`config.mk`:
```
export PLATFORM = sky130hd
export DESIGN_NAME = pcu_front
export DESIGN_NICKNAME = d
export VERILOG_FILES = /design/src/design/pcu_pkg.sv /design/src/design/pcu_front.sv
export SDC_FILE = /design/constraint.sdc
export NUM_CORES = 1
export LEC_CHECK = 0
export ABC_AREA = 1
export BUFFER_PORTS_ARGS = -buffer_cell sky130_fd_sc_hd__buf_2
export CAP_MARGIN = 20
export CORE_UTILIZATION = 30
export DETAILED_ROUTE_END_ITERATION = 10
export PLACE_DENSITY = 0.8
export RECOVER_POWER = 50
export REMOVE_ABC_BUFFERS = 1
export SYNTH_ARGS = -nofsm -noshare
export SYNTH_HDL_FRONTEND = slang
export SYNTH_SLANG_ARGS = --single-unit
```
`constraint.sdc`:
```
create_clock -name vclk -period 0.8
set_input_delay 0 -clock vclk [all_inputs]
set_output_delay 0 -clock vclk [all_outputs]
set_load 0.02 [all_outputs]
```
`src/design/pcu_pkg.sv`:
```
// pcu_pkg: shared types and constants for the performance counter unit.
// Holds counter indexes, instruction decode constants and the queue entry type.
// No dependencies.
package pcu_pkg;

    localparam int COUNTER_WIDTH_DEF = 64;
    localparam int NUM_CNT           = 28;
    localparam int SEL_W             = 5;
    localparam int QUEUE_DEPTH       = 2;
    localparam int QPTR_W            = $clog2(QUEUE_DEPTH);
    localparam int QCNT_W            = $clog2(QUEUE_DEPTH + 1);

    typedef enum logic [1:0] {
        FUNC_CYCLE  = 2'd0,
        FUNC_RETIRE = 2'd1,
        FUNC_READ   = 2'd2,
        FUNC_SPARE  = 2'd3
    } func_t;

    typedef enum logic [SEL_W-1:0] {
        C_ACTIVE    = 5'd0,
        C_BR        = 5'd1,
        C_BR_FAIL   = 5'd2,
        C_B_FAIL    = 5'd3,
        C_J_FAIL    = 5'd4,
        C_FETCH     = 5'd5,
        C_FSTALL    = 5'd6,
        C_SYSHZ     = 5'd7,
        C_ROUHZ     = 5'd8,
        C_EXSTALL   = 5'd9,
        C_MEM       = 5'd10,
        C_IMISS     = 5'd11,
        C_IMISS_CYC = 5'd12,
        C_IHIT      = 5'd13,
        C_IHIT_CYC  = 5'd14,
        C_INSTR     = 5'd15,
        C_LD        = 5'd16,
        C_ST        = 5'd17,
        C_ALU       = 5'd18,
        C_BINST     = 5'd19,
        C_JAL       = 5'd20,
        C_JALR      = 5'd21,
        C_CSR       = 5'd22,
        C_OTHER     = 5'd23,
        C_CALL      = 5'd24,
        C_RET       = 5'd25,
        C_SNAP_CYC  = 5'd26,
        C_SNAP_INST = 5'd27
    } cnt_idx_t;

    typedef enum logic [6:0] {
        OP_LOAD   = 7'b0000011,
        OP_STORE  = 7'b0100011,
        OP_BRANCH = 7'b1100011,
        OP_SYSTEM = 7'b1110011,
        OP_ALU    = 7'b0110011,
        OP_ALUI   = 7'b0010011,
        OP_JAL    = 7'b1101111,
        OP_JALR   = 7'b1100111
    } opcode_t;

    localparam logic [31:0] INST_FENCE    = 32'h0ff0000f;
    localparam logic [31:0] INST_MACH_RET = 32'h30200073;
    localparam logic [31:0] INST_SUPV_RET = 32'h10200073;
    localparam logic [31:0] INST_RET      = 32'h00008067;

    localparam logic [2:0] IC_IDLE        = 3'd0;
    localparam logic [2:0] IC_REFILL_DONE = 3'd3;

    // One classified beat: plain increments, what the miss tracker needs, the fence flag and the counter select.
    typedef struct packed {
        logic [NUM_CNT-1:0] inc;
        logic               is_cycle;
        logic               fetched;
        logic               hit;
        logic               ist_idle;
        logic               ist_done;
        logic               fence;
        logic [SEL_W-1:0]   sel;
    } pcu_entry_t;

endpackage

```
`src/design/pcu_front.sv`:
```
// pcu_front: classifies an incoming beat into per-counter increment flags.
// Depends on pcu_pkg.
module pcu_front (
    input  logic [1:0]          func,
    input  logic                core_in_reset,
    input  logic [3:0]          wb_flags,
    input  logic [5:0]          pipe_flags,
    input  logic [2:0]          icache_state,
    input  logic [31:0]         inst_word,
    input  logic [4:0]          counter_select,
    output pcu_pkg::pcu_entry_t entry
);
    import pcu_pkg::*;

    logic    do_cycle;
    logic    do_retire;
    logic    wb_live, br, jmp, flush;
    logic    hit, sys_hz, dec_rdy, rob_rdy, ex_rdy, mem;
    logic    fetched;
    opcode_t opc;

    assign do_cycle  = !core_in_reset && (func_t'(func) == FUNC_CYCLE);
    assign do_retire = !core_in_reset && (func_t'(func) == FUNC_RETIRE);

    assign wb_live  = wb_flags[0];
    assign br       = wb_flags[1];
    assign jmp      = wb_flags[2];
    assign flush    = wb_flags[3];
    assign hit      = pipe_flags[0];
    assign sys_hz   = pipe_flags[1];
    assign dec_rdy  = pipe_flags[2];
    assign rob_rdy  = pipe_flags[3];
    assign ex_rdy   = pipe_flags[4];
    assign mem      = pipe_flags[5];
    assign fetched  = hit && dec_rdy;
    assign opc      = opcode_t'(inst_word[6:0]);

    always_comb
    begin
        entry          = '0;
        entry.sel      = counter_select;
        entry.is_cycle = do_cycle;
        entry.fetched  = fetched;
        entry.hit      = hit;
        entry.ist_idle = (icache_state == IC_IDLE);
        entry.ist_done = (icache_state == IC_REFILL_DONE);
        entry.fence    = do_retire && (inst_word == INST_FENCE);

        if (do_cycle)
        begin
            entry.inc[C_ACTIVE]  = 1'b1;
            entry.inc[C_BR]      = wb_live && (br || jmp);
            entry.inc[C_BR_FAIL] = wb_live && (br || jmp) && flush;
            entry.inc[C_B_FAIL]  = wb_live && flush && br;
            entry.inc[C_J_FAIL]  = wb_live && flush && jmp;
            entry.inc[C_FETCH]   = fetched;
            entry.inc[C_FSTALL]  = !hit && dec_rdy;
            entry.inc[C_SYSHZ]   = sys_hz;
            entry.inc[C_ROUHZ]   = !rob_rdy;
            entry.inc[C_EXSTALL] = !ex_rdy;
            entry.inc[C_MEM]     = mem;
        end

        if (do_retire)
        begin
            entry.inc[C_INSTR] = 1'b1;
            case (opc)
                OP_LOAD:   entry.inc[C_LD]    = 1'b1;
                OP_STORE:  entry.inc[C_ST]    = 1'b1;
                OP_ALU,
                OP_ALUI:   entry.inc[C_ALU]   = 1'b1;
                OP_BRANCH: entry.inc[C_BINST] = 1'b1;
                OP_JAL:
                begin
                    entry.inc[C_JAL]  = 1'b1;
                    entry.inc[C_CALL] = (inst_word[11:7] != 5'd0);
                end
                OP_JALR:
                begin
                    entry.inc[C_JALR] = 1'b1;
                    entry.inc[C_CALL] = (inst_word[11:7] != 5'd0);
                end
                OP_SYSTEM: entry.inc[C_CSR]   = 1'b1;
                default:   entry.inc[C_OTHER] = 1'b1;
            endcase
            entry.inc[C_RET] = (inst_word == INST_MACH_RET) || (inst_word == INST_SUPV_RET)
                            || (inst_word == INST_RET);
        end
    end

endmodule

```
==> results of run 1 <==
[worst max-delay path, delay by kind of cell]
kind | cells | cell delay [ps]
compound gates | 1 | 150
buf+inv | 3 | 420
simple gates | 2 | 400
[stage by stage]
stage | cells | total power, mW
2_1_floorplan | 141 | 0.176
3_3_place_gp | 254 | 0.380
3_5_place_dp | 254 | 0.384
4_1_cts | 256 | 0.420
5_1_grt | 259 | 0.493
6_report | 259 | 0.447
[timing repair]
action | 4_1_cts | 5_1_grt
endpoints found under the hold margin | 0 | 0
resized for setup | 27 | 21
buffers inserted | 2 | 3
setup endpoints to repair | 12 | 21
pin swaps | 10 | 13
[power groups by stage]
stage | clock network (mW) | registers [mW] | logic [mW]
floorplan | 0 | 0 | 0.176
global placement | 0 | 0 | 0.380
detailed placement | 0 | 0 | 0.384
CTS | 0 | 0 | 0.420
global route | 0 | 0 | 0.493
finish | 0 | 0 | 0.447
[layout by cell type (no fill, tap or decap), types with 2 or more instances in the layout]
master / count
nand2_1: 32
nand3_4: 2
buf_2: 63
nor2_1: 30
inv_2: 6
inv_1: 35
nor2_2: 2
nand3_1: 6
buf_6: 9
nand2_4: 2
buf_4: 17
conb_1: 6
nor3_2: 3
nor2_4: 4
nand2_2: 4
[logic make-up after synthesis]
logic type	after synthesis
compound gates	3
other cells	1
buf+inv	57
simple gates	91
[synth_stat cells]
| master | instances |
|---|---|
| o21a_1 | 1 |
| buf_4 | 16 |
| nor2_2 | 2 |
| nor4_1 | 1 |
| nor2_4 | 1 |
| nor3_4 | 1 |
| inv_2 | 2 |
| nor3_1 | 4 |
| nand2_1 | 37 |
| nand2_2 | 1 |
| nand3_2 | 1 |
| conb_1 | 1 |
| nor2_1 | 33 |
| nand4_1 | 1 |
| inv_1 | 39 |
| nor3b_1 | 1 |
| a21boi_2 | 1 |
| o21ai_0 | 1 |
| nand3_1 | 8 |
[routing by layer]
metal / vias to the layer above / share of wire, % / global-route usage (%)
met5: - / 0 / 0
met4: 0 / 1.4 / 3.70
met3: 6 / 6.0 / 2.42
met2: 47 / 55 / 33.6
met1: 469 / 37 / 18.9
li1: 574 / - / -
[worst min-delay path by stage]
stage,end,cells after the start,from,slack (ps)
final,entry[1],0,counter_select[1],0.1
after floorplan,entry[0],0,counter_select[0],0
after global routing,entry[0],0,counter_select[0],0.1
after CTS,entry[0],0,counter_select[0],0.2
after detailed placement,entry[0],0,counter_select[0],0.2
after global placement,entry[0],0,counter_select[0],0.2
[layout make-up]
cell class / instances / area (um2)
fillers: 240 / 922
repair buffers: 90 / 559
multi-input cells: 100 / 542
inverters: 41 / 154
well taps: 28 / 35.0
==> flow_summary.ini, run 1 <==
[worst_setup_path]
cp-end-kind = primary output
cp-endpoint = entry[35]
crit_chain = buf_8 > nor3_4 > buf_4 > nand3_4 > a21boi_2 > buf_6
critical_path_class = input port to primary output
cp-startpoint = core_in_reset
cp_slowest_stage_delay_ps = 320
cp.required_ps = 800
cp_slowest_cell = nor3_4
path_max_fanout = 6
start_kind = input port
arrival_ps = 980

[flow_run]
maxCapViolations = 0

[logic_synthesis]
yosysTopAreaCellShare_pct = 20.9
yosysSeqAreaShare_pct = 0
synthAdderAreaFrac_pct = 0
synthXorXnorAreaFrac_pct = 0
synth_compound_area_share_pct = 3.39
synth_area_um2 = 701
synthMuxAreaShare_pct = 0
synth_top_area_cell = inv_1
synth_warnings = 0
synthTopCellsByArea = inv_1 21%, nand2_1 20%, nor2_1 18%, buf_4 17%, nand3_1 5.7%
yosys.cell_types.count = 19
synth-simple-area-share_pct = 57.0
synthCells = 152
synth.avg_cell_area_um2 = 4.61
synth_top_family_by_area = simple AND/OR/NAND/NOR gates

[pwr]
pwr-share-comb_pct = 100.0
p_switching_mw = 0.248
power_density_mw_per_mm2 = 346
sw_frac_of_total_pct = 55.5
peakVddDrop_v = 0.000217
pwr-share-clk_pct = 0
power.leakage_nw = 0.816
pwr-share-seq_pct = 0
p_int_mw = 0.199

[run_status]
violations = setup timing
status = finished with violations

[route]
totalWireLength_um = 2380
drt_iter0_drc = 17
drc = 0
ant_nets = 0
wl_per_cell_um = 9.17
viasPerCell = 4.23
vias = 1096
drtPass1Iterations = 6

[place]
io_buffer_count = 76
place.gp.congestion = 0.851
dp_slack_ps = -204
place_area_mm2 = 0.00108
dp_hpwl_um = 1750

[timing]
min_period_over_period_pct = 122
finalHoldViolCount = 0
tns_ps = -1380
holdWs_ps = 0.137
max_freq_ghz = 1.02
layout_setup_ws_ps = -178
drv_slew = 0
rsz0062_at_grt = yes
setup_viol = 21
period_minus_slack_ps = 978

[final_layout]
nClkBuffers = 0
final_area_mm2 = 0.00129
postLayoutCoreUtil_pct = 58.3
syn2layout_area_growth_pct = 84.1
nets = 286
seq_cell_count = 0
regArea_um2 = 0
drive_gt1_share_pct = 51.1
antenna_cells = 0

[worst_hold_path]
min_path_type = input port to primary output

[global_route]
overflow = 0
grt_max_degree = 7
track_usage_pct = 17.1
grt_antenna_before_repair = 0
grt_pass1_vias = 974
grt_pass1_wl_um = 3570

[floorplanning]
die_area_mm2 = 0.00253
design.core.area_mm2 = 0.00221
dieWidth_um = 50.3
pin_count = 92
num_rows = 17
initial_core_util_pct = 31.7
fp.dieH_um = 50.3

[clock_tree]
ctsHoldBuffers = 0
(Power assumes the default switching activity.)
==> run 2, diff against run 1 <==
Settings changed: CORE_UTILIZATION 30 to 36, PLACE_DENSITY 0.8 to 0.95.
Clock period 0.8 ns to 1.2 ns, I/O delays scaled along.
==> flow_summary.ini, run 2 (synthesized netlist as in run 1, its figures left out) <==
[run_status]
status = finished, final reports clean

[timing]
period_minus_slack_ps = 965
max_freq_ghz = 1.04
finalHoldViolCount = 0
min_period_over_period_pct = 80.4
drv_slew = 0
rsz0062_at_grt = no
tns_ps = 0
setup_viol = 0

[global_route]
grt_pass1_wl_um = 2770
grt_max_degree = 9
overflow = 0
track_usage_pct = 16.7
grt_antenna_before_repair = 0
grt_pass1_vias = 780

[final_layout]
layout_commonest_cell = buf_2
antenna_cells = 0
drive_gt1_share_pct = 34.6
nClkBuffers = 0
syn2layout_area_growth_pct = 42.5
nets = 272
fillCellCount = 201
final_cell_mix = 66 x buf_2, 39 x inv_1, 37 x nand2_1, 33 x nor2_1, 10 x clkbuf_1
stdcell_count = 242
seq_cell_count = 0
regArea_um2 = 0

[route]
vias = 991
drc = 0
viasPerCell = 4.10
ant_nets = 0
drtPass1Iterations = 4
wl_per_cell_um = 7.74
totalWireLength_um = 1870
drt_iter0_drc = 14

[worst_setup_path]
cp-end-kind = primary output
cp_slowest_stage_delay_ps = 240
critical_path_class = input port to primary output
cp_slowest_cell = nand3_1
crit_chain = buf_2 > inv_1 > nand3_1 > inv_1 > nand2_1 > nor2_1 > buf_2
critPathTopFamily = buffers and inverters
arrival_ps = 970
start_kind = input port
path_max_fanout = 8
cp.required_ps = 1200
crit_buf_inv = 4

[floorplanning]
dieWidth_um = 46.1
pin_count = 92
design.core.area_mm2 = 0.00178
num_rows = 15
fp.dieH_um = 46.1
initial_core_util_pct = 39.3
die_area_mm2 = 0.00213

[worst_hold_path]
min_path_type = input port to primary output

[clock_tree]
postCtsResizedCells = 0
cts_setup_buffers = 0
ctsHoldBuffers = 0

[flow_run]
maxCapViolations = 0

[place]
dp.cells = 242
place.gp.congestion = 0.694
io_buffer_count = 76
dp_hpwl_um = 1700

[pwr]
power_density_mw_per_mm2 = 235
power.leakage_nw = 0.686
peakVddDrop_v = 0.000127
## run 2: changes by cell type in the layout (fill, tap and decap cells not counted), moves of 4 or more
cell,delta
clkbuf_1,+10
nand2_1,+5
inv_1,+4
buf_4,-17
inv_2,-4
buf_6,-9
## run 2: layout make-up
| cell class | instances | area, um2 | share of cell area [%] |
|---|---|---|---|
| Inverter | 41 | 154 | 15.4 |
| Multi-Input combinational cell | 100 | 445 | 44.6 |
| Tap cell | 25 | 31.3 | 3.13 |
| Timing Repair Buffer | 76 | 368 | 36.8 |
## run 2: per-layer routing
metal / global-route usage (%) / part of all wire [%] / vias up
met3: 1.57 / 6.0 / 4
met5: 0 / 0 / -
li1: - / - / 549
met1: 20.3 / 44 / 394
met2: 31.0 / 49 / 44
met4: 3.53 / 1.5 / 0
## run 2: final timing paths
| path | from | end | slack, ps | depth (start not counted) |
|---|---|---|---|---|
| worst max-delay path | func[0] | entry[17] | 230 | 7 |
| worst min-delay path | counter_select[1] | entry[1] | 0.1 | 0 |
## run 2: per-stage QoR
step | util [%] | power [mW] | hold WS [ps] | instance area, um2 | setup slack, ps
after global routing | 56.0 | 0.267 | 0.126 | 998 | 78.1
after CTS | 56.7 | 0.238 | 0.185 | 1010 | 237
after floorplan | - | 0.117 | 0 | 599 | 24.1
final | 56.0 | 0.235 | 0.137 | 998 | 235
after global placement | 56.7 | 0.233 | 0.185 | 1010 | 260
after detailed placement | 56.7 | 0.237 | 0.185 | 1010 | 247
## run 2: where the power goes
group	switching [mW]	total (mW)	leakage (nW)	internal (mW)
Sequential	0	0	0	0
Combinational	0.140	0.235	0.686	0.0947
Clock	0	0	0	0
