## config.mk

```make
export PLATFORM = sky130hd
export DESIGN_NAME = pcu_queue
export DESIGN_NICKNAME = d
export VERILOG_FILES = /design/src/design/pcu_pkg.sv /design/src/design/pcu_queue.sv
export SDC_FILE = /design/constraint.sdc
export NUM_CORES = 1
export LEC_CHECK = 0
export BUFFER_PORTS_ARGS = -buffer_cell sky130_fd_sc_hd__buf_2
export CAP_MARGIN = 40
export CORE_UTILIZATION = 51
export CTS_CLUSTER_DIAMETER = 40
export DETAILED_ROUTE_END_ITERATION = 6
export PLACE_DENSITY = 0.88
export SYNTH_ARGS = -nofsm -noshare
export SYNTH_HDL_FRONTEND = slang
export SYNTH_SLANG_ARGS = --single-unit
```

## constraint.sdc

```tcl
create_clock -name clk -period 4.85 [get_ports clk]
set_input_delay 0.2425 -clock clk [delete_from_list [all_inputs] [get_ports clk]]
set_output_delay 0.2425 -clock clk [all_outputs]
set_load 0.01 [all_outputs]
```

## src/design/pcu_pkg.sv

```systemverilog
// pcu_pkg: shared types and constants for the performance counter unit.
// Holds counter indexes, instruction decode constants and the queue entry type.
// No dependencies.
package pcu_pkg;

    localparam int COUNTER_WIDTH_DEF = 64;
    localparam int NUM_CNT           = 28;
    localparam int SEL_W             = 5;
    localparam int QUEUE_DEPTH       = 2;
    localparam int QPTR_W            = $clog2(QUEUE_DEPTH);
    localparam int QCNT_W            = $clog2(QUEUE_DEPTH + 1);

    typedef enum logic [1:0] {
        FUNC_CYCLE  = 2'd0,
        FUNC_RETIRE = 2'd1,
        FUNC_READ   = 2'd2,
        FUNC_SPARE  = 2'd3
    } func_t;

    typedef enum logic [SEL_W-1:0] {
        C_ACTIVE    = 5'd0,
        C_BR        = 5'd1,
        C_BR_FAIL   = 5'd2,
        C_B_FAIL    = 5'd3,
        C_J_FAIL    = 5'd4,
        C_FETCH     = 5'd5,
        C_FSTALL    = 5'd6,
        C_SYSHZ     = 5'd7,
        C_ROUHZ     = 5'd8,
        C_EXSTALL   = 5'd9,
        C_MEM       = 5'd10,
        C_IMISS     = 5'd11,
        C_IMISS_CYC = 5'd12,
        C_IHIT      = 5'd13,
        C_IHIT_CYC  = 5'd14,
        C_INSTR     = 5'd15,
        C_LD        = 5'd16,
        C_ST        = 5'd17,
        C_ALU       = 5'd18,
        C_BINST     = 5'd19,
        C_JAL       = 5'd20,
        C_JALR      = 5'd21,
        C_CSR       = 5'd22,
        C_OTHER     = 5'd23,
        C_CALL      = 5'd24,
        C_RET       = 5'd25,
        C_SNAP_CYC  = 5'd26,
        C_SNAP_INST = 5'd27
    } cnt_idx_t;

    typedef enum logic [6:0] {
        OP_LOAD   = 7'b0000011,
        OP_STORE  = 7'b0100011,
        OP_BRANCH = 7'b1100011,
        OP_SYSTEM = 7'b1110011,
        OP_ALU    = 7'b0110011,
        OP_ALUI   = 7'b0010011,
        OP_JAL    = 7'b1101111,
        OP_JALR   = 7'b1100111
    } opcode_t;

    localparam logic [31:0] INST_FENCE    = 32'h0ff0000f;
    localparam logic [31:0] INST_MACH_RET = 32'h30200073;
    localparam logic [31:0] INST_SUPV_RET = 32'h10200073;
    localparam logic [31:0] INST_RET      = 32'h00008067;

    localparam logic [2:0] IC_IDLE        = 3'd0;
    localparam logic [2:0] IC_REFILL_DONE = 3'd3;

    // One classified beat: plain increments, what the miss tracker needs, the fence flag and the counter select.
    typedef struct packed {
        logic [NUM_CNT-1:0] inc;
        logic               is_cycle;
        logic               fetched;
        logic               hit;
        logic               ist_idle;
        logic               ist_done;
        logic               fence;
        logic [SEL_W-1:0]   sel;
    } pcu_entry_t;

endpackage

```

## src/design/pcu_queue.sv

```systemverilog
// pcu_queue: small FIFO of classified beats between front and back.
// Depends on pcu_pkg.
module pcu_queue (
    input  logic                clk,
    input  logic                rst_n,
    input  logic                push,
    input  pcu_pkg::pcu_entry_t push_data,
    output logic                full,
    input  logic                pop,
    output logic                not_empty,
    output pcu_pkg::pcu_entry_t pop_data
);
    import pcu_pkg::*;

    pcu_entry_t          mem_reg [QUEUE_DEPTH];
    logic [QPTR_W-1:0]   wr_ptr_reg, wr_ptr_next;
    logic [QPTR_W-1:0]   rd_ptr_reg, rd_ptr_next;
    logic [QCNT_W-1:0]   count_reg, count_next;

    assign full      = (count_reg == QCNT_W'(QUEUE_DEPTH));
    assign not_empty = (count_reg != '0);
    assign pop_data  = mem_reg[rd_ptr_reg];

    always_comb
    begin
        wr_ptr_next = wr_ptr_reg;
        rd_ptr_next = rd_ptr_reg;
        count_next  = count_reg;
        if (push)
        begin
            wr_ptr_next = (wr_ptr_reg == QPTR_W'(QUEUE_DEPTH - 1)) ? '0 : wr_ptr_reg + 1'b1;
        end
        if (pop)
        begin
            rd_ptr_next = (rd_ptr_reg == QPTR_W'(QUEUE_DEPTH - 1)) ? '0 : rd_ptr_reg + 1'b1;
        end
        case ({push, pop})
            2'b10:   count_next = count_reg + 1'b1;
            2'b01:   count_next = count_reg - 1'b1;
            default: count_next = count_reg;
        endcase
    end

    always_ff @(posedge clk or negedge rst_n)
    begin
        if (!rst_n)
        begin
            wr_ptr_reg <= '0;
            rd_ptr_reg <= '0;
            count_reg  <= '0;
        end
        else
        begin
            wr_ptr_reg <= wr_ptr_next;
            rd_ptr_reg <= rd_ptr_next;
            count_reg  <= count_next;
        end
    end

    always_ff @(posedge clk)
    begin
        if (push)
        begin
            mem_reg[wr_ptr_reg] <= push_data;
        end
    end

endmodule

```

==> results of run 1 <==
## cell families (layout without fill, tap and decap cells)
family,count (synthesis),after routing,share of synthesized area [%]
flip-flops,82,82,81.0
multiplexers,39,39,14.6
XOR/XNOR,5,5,1.45
AND/OR/NAND/NOR,5,5,0.914
buffers and inverters,5,104,1.62
adder cells (fa/ha/maj),1,1,0.415
## final cells by class
cell class,count,area [um^2],share of cell area (%)
sequential,82,2440,64.8
tap,72,90.1,2.39
multi-input combinational,50,532,14.1
clock inverter,5,52.6,1.39
timing repair buffer,87,500,13.3
clock buffer,11,151,4.01
inverter,1,3.75,0.0995
## routing by layer
metal	part of all wire (%)	vias up	track usage (%)
met1	41	737	18.7
met2	52	55	28.3
met4	1.3	0	8.73
met5	0	-	0
li1	-	722	-
met3	5.3	5	4.25
## where the power goes
group          switching (W)  total (W)  internal, W
clock network       0.000225   0.000488     0.000263
registers          0.0000731    0.00101     0.000941
logic               0.000289   0.000607     0.000318
## cell usage in the layout, fill, tap and decap left out
cell	count
and2b_1	1
inv_1	1
dlygate4sd3_1	1
clkinvlp_4	1
mux2_2	39
edfxtp_1	78
and2_2	1
or2_2	1
ha_1	1
xor2_1	3
xnor2_1	2
bufinv_16	1
dfrtp_1	3
buf_16	2
buf_2	83
dfrtp_2	1
nor2_1	1
clkbuf_8	11
buf_12	1
clkinv_2	3
nor2_4	1
## path summary, 6_finish.rpt
path	cells after the start	endpoint	slack, ns	startpoint
max	3	pop_data[32]	2.86	rd_ptr_reg
min	1	mem_reg[1][16]	0.09	push_data[16]
max reg2reg	2	mem_reg[0][38]	3.38	wr_ptr_reg
min reg2reg	1	count_reg[1]	0.49	count_reg[1]
max in group asynchronous	2	rd_ptr_reg	4.48	rst_n
min in group asynchronous	2	count_reg[1]	0.24	rst_n
## timing repair
action	CTS	global route
hold buffers	1	0
endpoints found under the hold margin	4	0
setup endpoints to repair	0	0
setup buffers	0	0
## stage by stage
step / setup slack [ns] / instance area, um^2 / util [%] / total power, W / hold slack (ns)
after floorplan: 2.37 / 3010 / - / 0.00141 / -0.0531
after global placement: 3.07 / 3480 / 62.1 / 0.00158 / 0.0505
after detailed placement: 3.19 / 3560 / 63.5 / 0.00165 / 0.0566
after CTS: 2.82 / 3770 / 67.3 / 0.00213 / 0.0714
after global routing: 2.76 / 3770 / 67.3 / 0.00221 / 0.0695
final: 2.86 / 3770 / 67.3 / 0.00211 / 0.0924
==> impl_metrics.yaml, run 1 <==
yosys:
  synth.distinct_cells: 12
  synthCells: 137
  ys_seq_elements: 82
  synth-edff-count: 78
  syn_avg_cell_area_um2: 22.0
  synth_common_cells: "edfxtp_1, mux2_2, buf_6, dfrtp_1, xor2_1"
  synthArstFlopShare_pct: 4.88
  synth-main-ff-cell: "edfxtp_1"
  synth.top_cell.area_share_pct: 77.7
  synth_area_um2: 3010
  yosysTopAreaCell: "edfxtp_1"
  ys_seq_area_share_pct: 81.0
  synth.most_common_cell: "edfxtp_1"
  synth_fp_nets: 181
  yosysWarnings: 0
  synth.top_cells.by_area: "edfxtp_1, mux2_2, dfrtp_1"
floorplan:
  rows: 27
  die_x_um: 78.9
  die_y_um: 78.9
  ioPinCount: 84
  start_util_pct: 53.7
  core_area_um2: 5610
  dieArea_um2: 6220
route:
  via_per_inst: 4.93
  drc_errors: 0
  drt_iter0_markers: 51
  wirelength_um: 4720
  wire_per_inst_um: 15.3
  num_vias: 1519
  ant_nets: 0
  dr.pass1.iters: 4
clock_network:
  cts_resized: 0
  root_buffer: "clkbuf_8"
  clock_latency_ns: 0.33
  htreeDepth: 3
  numCtsBuffers: 9
  cts_tree: "built"
  clock_sinks: 82
  cts.path.max_buffers: 2
  clkTransAtPathRegs_ns: 0.08
power:
  ir_drop_v: 0.000335
  leakagePower_nw: 1.45
  cellPowerDensity_nw_per_um2: 559
job:
  cap_violations: 0
timing:
  max_freq_mhz: 503
  rsz0062_at_grt: "false"
  hold_viol: 0
  period_minus_slack_ns: 1.99
  drv_slew: 0
  finalCritPeriodShare_pct: 41.0
  relSlewSlack_pct: 62.0
  worst_pin_slew_ns: 0.569
  fin_tns_setup_ns: 0
  skew_ns: 0.00520
  setup_viol: 0
global_route:
  antenna_found_initial: 0
  grt_pass1_vias: 1583
  grt_pass1_wl_um: 7250
  grt_start_max_net_pins: 27
  grt-ovfl-total: 0
  grtUsageTotal_pct: 16.4
place:
  port_buffers: 83
  place.gp.congestion: 0.720
  dp_hpwl_um: 3190
  dp_cells: 291
worst_setup_path:
  slowest_delay_ns: 0.68
  cp_max_fo: 22
  worstPathBufferInverterCount: 2
  path_cells: "buf_16, mux2_2, buf_2"
  crit_slowest_cell: "dfrtp_2"
  cp.arrival_ns: 1.74
  crit_family: "flip-flops"
  cp-start-kind: "flip-flop"
  cp-end-kind: "output port"
  worst-setup-path-type: "reg -> out"
  cp.required_ns: 4.61
final_layout:
  stdcell_count: 308
  largest_reg_flops: 78
  antennaDiodeCount: 0
  final_nets: 275
  drive_gt1_share_pct: 61.4
  syn2layout_area_growth_pct: 25.2
  fillers: 421
worst_hold_path:
  hp-class: "in -> reg"
run_status:
  status: "completed"
Note: power is estimated with default switching activity, not from simulation.
==> inputs of run 2 (changes only) <==
==> constraint.sdc (replaced) <==
create_clock -name clk -period 1.92 [get_ports clk]
set_input_delay 0.096 -clock clk [delete_from_list [all_inputs] [get_ports clk]]
set_output_delay 0.096 -clock clk [all_outputs]
set_load 0.01 [all_outputs]
==> run 2 against run 1 <==
Net effect: hold slack better by 0.0086 ns; global-route usage up 2.1 points; die area unchanged; utilization up 7.3 points; cell area up 11%; first-iteration DRC count up 78%; sequential power up 150%; critical path type unchanged; critical endpoint is now pop_data[3]; power rose to 2.6 times the previous value.
==> impl_metrics.yaml, run 2 (same netlist as run 1, synthesis figures left out) <==
run_status:
  status: "completed"
route:
  wire_per_inst_um: 15.5
  wirelength_um: 5430
  drt_iter0_markers: 91
  via_per_inst: 4.89
  drc_errors: 0
  ant_nets: 0
  dr.pass1.iters: 4
  num_vias: 1710
worst_setup_path:
  cp.required_ns: 1.82
  cp-start-kind: "flip-flop"
  cp_max_fo: 24
  cp.arrival_ns: 1.56
  cp-end-kind: "output port"
  worst-setup-path-type: "reg -> out"
timing:
  relSlewSlack_pct: 78.7
  period_minus_slack_ns: 1.65
  rsz0062_at_grt: "false"
  fin_tns_setup_ns: 0
  skew_ns: 0.00974
  worst_pin_slew_ns: 0.320
  drv_slew: 0
  hold_viol: 0
  setup_viol: 0
  finalCritPeriodShare_pct: 86.1
  max_freq_mhz: 605
power:
  p_sw_w: 0.00155
  cellPowerDensity_nw_per_um2: 1310
  pwr-share-comb_pct: 30.1
  ir_drop_v: 0.000695
  swShare_pct: 28.2
  seq_power_share_pct: 45.4
  power.internal_w: 0.00394
  leakagePower_nw: 1.61
  p_total_w: 0.00549
  clock_power_share_pct: 24.5
clock_network:
  cts_tree: "built"
  cts.path.max_buffers: 2
  clkTransAtPathRegs_ns: 0.08
  clock_sinks: 82
  htreeDepth: 3
  root_buffer: "clkbuf_8"
  clock_latency_ns: 0.34
  numCtsBuffers: 9
global_route:
  use_met3_pct: 3.22
  grt_util_met2_pct: 35.9
  grt_use_met1_pct: 19.3
  grtUsageTotal_pct: 18.5
  busiest_layer: "met2"
  grt_pass1_vias: 1796
  grt-ovfl-total: 0
  grt_pass1_wl_um: 8230
  grt_start_max_net_pins: 40
  antenna_found_initial: 0
place:
  place.gp.congestion: 0.705
  dp_hpwl_um: 3070
  port_buffers: 83
floorplan:
  die_y_um: 78.9
  ioPinCount: 84
  dieArea_um2: 6220
  rows: 27
  die_x_um: 78.9
  start_util_pct: 53.7
  core_area_um2: 5610
final_layout:
  final_cell_mix: "buf_2, edfxtp_1, dlygate4sd3_1"
  final_nets: 317
  final_common_cell: "buf_2"
  drive_gt1_share_pct: 52.5
  largest_reg_flops: 78
  syn2layout_area_growth_pct: 38.9
  antennaDiodeCount: 0
worst_hold_path:
  hp-class: "in -> async"
job:
  cap_violations: 0
run 2: cell count changes in the layout (fill, tap and decap cells not counted), sizes merged:
cell,delta
buf,+1
bufinv,+1
clkinvlp,+1
clkinv,-2
dlygate4sd3,+41
clkbuf,-2
inv,+2
run 2: repair_timing:
item	CTS	global route
resized for setup	0	0
endpoints found under the hold margin	84	0
hold buffers	42	0
setup buffers	0	0
run 2: final cells by class:
type                    count  area, um^2
flip-flops and latches     82        2440
well taps                  72        90.1
inverters                   1        3.75
clock inverters             7         101
clock buffers               9         124
multi-input cells          50         532
repair buffers            129         891
fillers                   348        1420
run 2: final timing paths:
kind                                     from             end  slack (ns)  cells past startpoint
worst max-delay path               rd_ptr_reg     pop_data[3]        0.27                      3
max in group asynchronous               rst_n      rd_ptr_reg        1.69                      2
worst min-delay path                    rst_n    count_reg[0]        0.10                      2
min in group clk                push_data[36]  mem_reg[0][36]        0.47                      2
worst min register to register   count_reg[1]    count_reg[1]        0.50                      1
worst max register to register     wr_ptr_reg  mem_reg[1][14]        0.74                      2
run 2: worst max-delay path, stage by stage, from the launching register on:
cell and delay (ns):
dfrtp_2 0.37, buf_4 0.30, mux2_2 0.39, buf_2 0.14
run 2: power groups by stage:
stage	Clock, W	Sequential [W]	Combinational [W]
2_1_floorplan	0	0.00251	0.00105
6_report	0.00135	0.00249	0.00165
3_3_place_gp	0	0.00250	0.00156
4_1_cts	0.00139	0.00249	0.00167
3_5_place_dp	0	0.00252	0.00159
5_1_grt	0.00145	0.00252	0.00177
run 2: layer usage:
layer	vias to the layer above	share of wire, %
met5	-	0
met4	0	1.6
met3	8	3.4
met2	58	57
li1	809	-
met1	835	38
run 2: metrics by stage:
step	setup slack, ns	utilization [%]	cells	hold WS (ns)	area, um^2
after floorplan	0.0759	-	137	-0.200	3020
after global placement	0.666	63.1	292	-0.0974	3540
after detailed placement	0.628	63.1	292	-0.0941	3540
after CTS	0.244	74.6	350	0.0780	4190
after global routing	0.211	74.6	350	0.100	4190
final	0.266	74.6	350	0.101	4190
==> inputs of run 3 (changes only) <==
--- a/config.mk
+++ b/config.mk
@@ -7,10 +7,12 @@
 export LEC_CHECK = 0
 export BUFFER_PORTS_ARGS = -buffer_cell sky130_fd_sc_hd__buf_2
 export CAP_MARGIN = 40
-export CORE_UTILIZATION = 51
+export CELL_PAD_IN_SITES_DETAIL_PLACEMENT = 0
+export CELL_PAD_IN_SITES_GLOBAL_PLACEMENT = 1
+export CORE_UTILIZATION = 43
 export CTS_CLUSTER_DIAMETER = 40
 export DETAILED_ROUTE_END_ITERATION = 6
-export PLACE_DENSITY = 0.88
+export PLACE_DENSITY = 0.87
 export SYNTH_ARGS = -nofsm -noshare
 export SYNTH_HDL_FRONTEND = slang
 export SYNTH_SLANG_ARGS = --single-unit
==> run 3 against run 2 <==
Net effect: clock-buffer cell count increased by 1; power shrank 1.4%; via count is 0.53% lower; register-to-register slack lost 0.03 ns; critical path type unchanged; global-route usage is 2.9 points lower; first-iteration DRC count down 14%; highest routed layer unchanged; clock skew is 0.0044 ns lower; clock power fell by 3%.
==> impl_metrics.yaml, run 3 (same netlist as run 1, synthesis figures left out) <==
floorplan:
  core_area_um2: 6790
  rows: 30
  die_y_um: 85.7
  dieArea_um2: 7350
  die_x_um: 85.7
  ioPinCount: 84
  start_util_pct: 44.4
power:
  cellPowerDensity_nw_per_um2: 1290
  p_total_w: 0.00542
  power.internal_w: 0.00391
  seq_power_share_pct: 45.8
  pwr-share-comb_pct: 30.1
  swShare_pct: 27.9
  leakagePower_nw: 1.61
  ir_drop_v: 0.000705
  p_sw_w: 0.00151
  clock_power_share_pct: 24.1
clock_network:
  clock_latency_ns: 0.35
  cts_resized: 0
  htreeDepth: 3
  clock_sinks: 82
  cts_hold_buf: 42
  cts_tree: "built"
  clkTransAtPathRegs_ns: 0.08
  numCtsBuffers: 9
  cts_setup_buffers: 0
  root_buffer: "clkbuf_8"
  cts.path.max_buffers: 2
global_route:
  grt_pass1_wl_um: 8380
  grtUsageTotal_pct: 15.6
  grt_pass1_vias: 1765
  grt_start_max_net_pins: 22
  grt-ovfl-total: 0
  antenna_found_initial: 0
timing:
  period_minus_slack_ns: 1.61
  max_freq_mhz: 620
  finalCritPeriodShare_pct: 84.0
  drv_slew: 0
  hold_viol: 0
  skew_ns: 0.00535
  relSlewSlack_pct: 80.8
  setup_viol: 0
  fin_tns_setup_ns: 0
  worst_pin_slew_ns: 0.288
  rsz0062_at_grt: "false"
job:
  cap_violations: 0
final_layout:
  syn2layout_area_growth_pct: 39.0
  largest_reg_flops: 78
  fin_area_um2: 4190
  final_common_cell: "buf_2"
  final_cell_mix: "buf_2, edfxtp_1, dlygate4sd3_1"
  fin_util_pct: 61.7
  antennaDiodeCount: 0
  final_nets: 319
  drive_gt1_share_pct: 52.1
place:
  dp_hpwl_um: 3250
  placed_cell_area_um2: 3560
  port_buffers: 83
  place.gp.congestion: 0.663
worst_setup_path:
  crit_family: "buffers and inverters"
  slowest_delay_ns: 0.38
  worstPathBufferInverterCount: 2
  crit_slowest_cell: "mux2_2"
  cp-end-kind: "output port"
  path_cells: "buf_4, mux2_2, buf_2"
  cp_max_fo: 21
  cp.arrival_ns: 1.52
  cp-start-kind: "flip-flop"
  worst-setup-path-type: "reg -> out"
  cp.required_ns: 1.82
worst_hold_path:
  hp-class: "in -> async"
route:
  drt_iter0_markers: 78
  num_vias: 1701
  ant_nets: 0
  wirelength_um: 5360
  via_per_inst: 4.52
  drc_errors: 0
  dr.pass1.iters: 4
  wire_per_inst_um: 14.3
run_status:
  status: "completed"
==> run 3: cell count changes in the layout (fill, tap and decap cells not counted), sizes merged <==
cell,previous run,this run
clkinv,1,3
inv,3,1
buf,87,89
clkbuf,9,10
clkinvlp,2,1
==> run 3: worst reg2reg max path, stage by stage (launching register included) <==
cell and delay, ns:
dfrtp_1 0.42, and2_2 0.18, buf_4 0.28
==> run 3: cell type report <==
| cell class | count | area [um^2] |
|---|---|---|
| fillers | 499 | 2610 |
| flip-flops and latches | 82 | 2440 |
| repair buffers | 131 | 881 |
| multi-input cells | 50 | 532 |
| clock buffers | 10 | 128 |
| well taps | 96 | 120 |
| clock inverters | 6 | 81.3 |
| inverters | 1 | 3.75 |
==> run 3: per-stage QoR <==
| step | std cells | setup slack [ns] | hold slack (ns) |
|---|---|---|---|
| after floorplan | 137 | 0.0759 | -0.200 |
| after global placement | 318 | 0.672 | -0.0869 |
| after detailed placement | 318 | 0.665 | -0.0813 |
| after CTS | 376 | 0.279 | 0.0661 |
| after global routing | 376 | 0.248 | 0.0845 |
| final | 376 | 0.308 | 0.0917 |
==> run 3: path summary, 6_finish.rpt <==
check                              start             end  slack [ns]  cells after the start
min in group clk           push_data[12]  mem_reg[0][12]        0.47                      2
max in group asynchronous          rst_n      rd_ptr_reg        1.70                      2
min                                rst_n      rd_ptr_reg        0.09                      2
min reg2reg                 count_reg[1]    count_reg[1]        0.50                      1
max reg2reg                   wr_ptr_reg  mem_reg[1][32]        0.71                      2
max                           rd_ptr_reg    pop_data[23]        0.31                      3
==> run 3: power by group through the flow <==
stage | Sequential [W] | Combinational [W] | Clock, W
after floorplan | 0.00251 | 0.00105 | 0
after global placement | 0.00251 | 0.00156 | 0
after detailed placement | 0.00253 | 0.00158 | 0
after CTS | 0.00249 | 0.00165 | 0.00134
after global routing | 0.00252 | 0.00175 | 0.00142
final | 0.00248 | 0.00163 | 0.00131
==> run 3: per-layer routing <==
metal	routed length [um]	track usage, %	vias to the layer above	share of wire, %
li1	-	-	805	-
met1	2180	18.4	811	41
met2	2720	25.8	77	51
met3	375	4.81	8	7.0
met4	84	8.18	0	1.6
met5	0	0	-	0
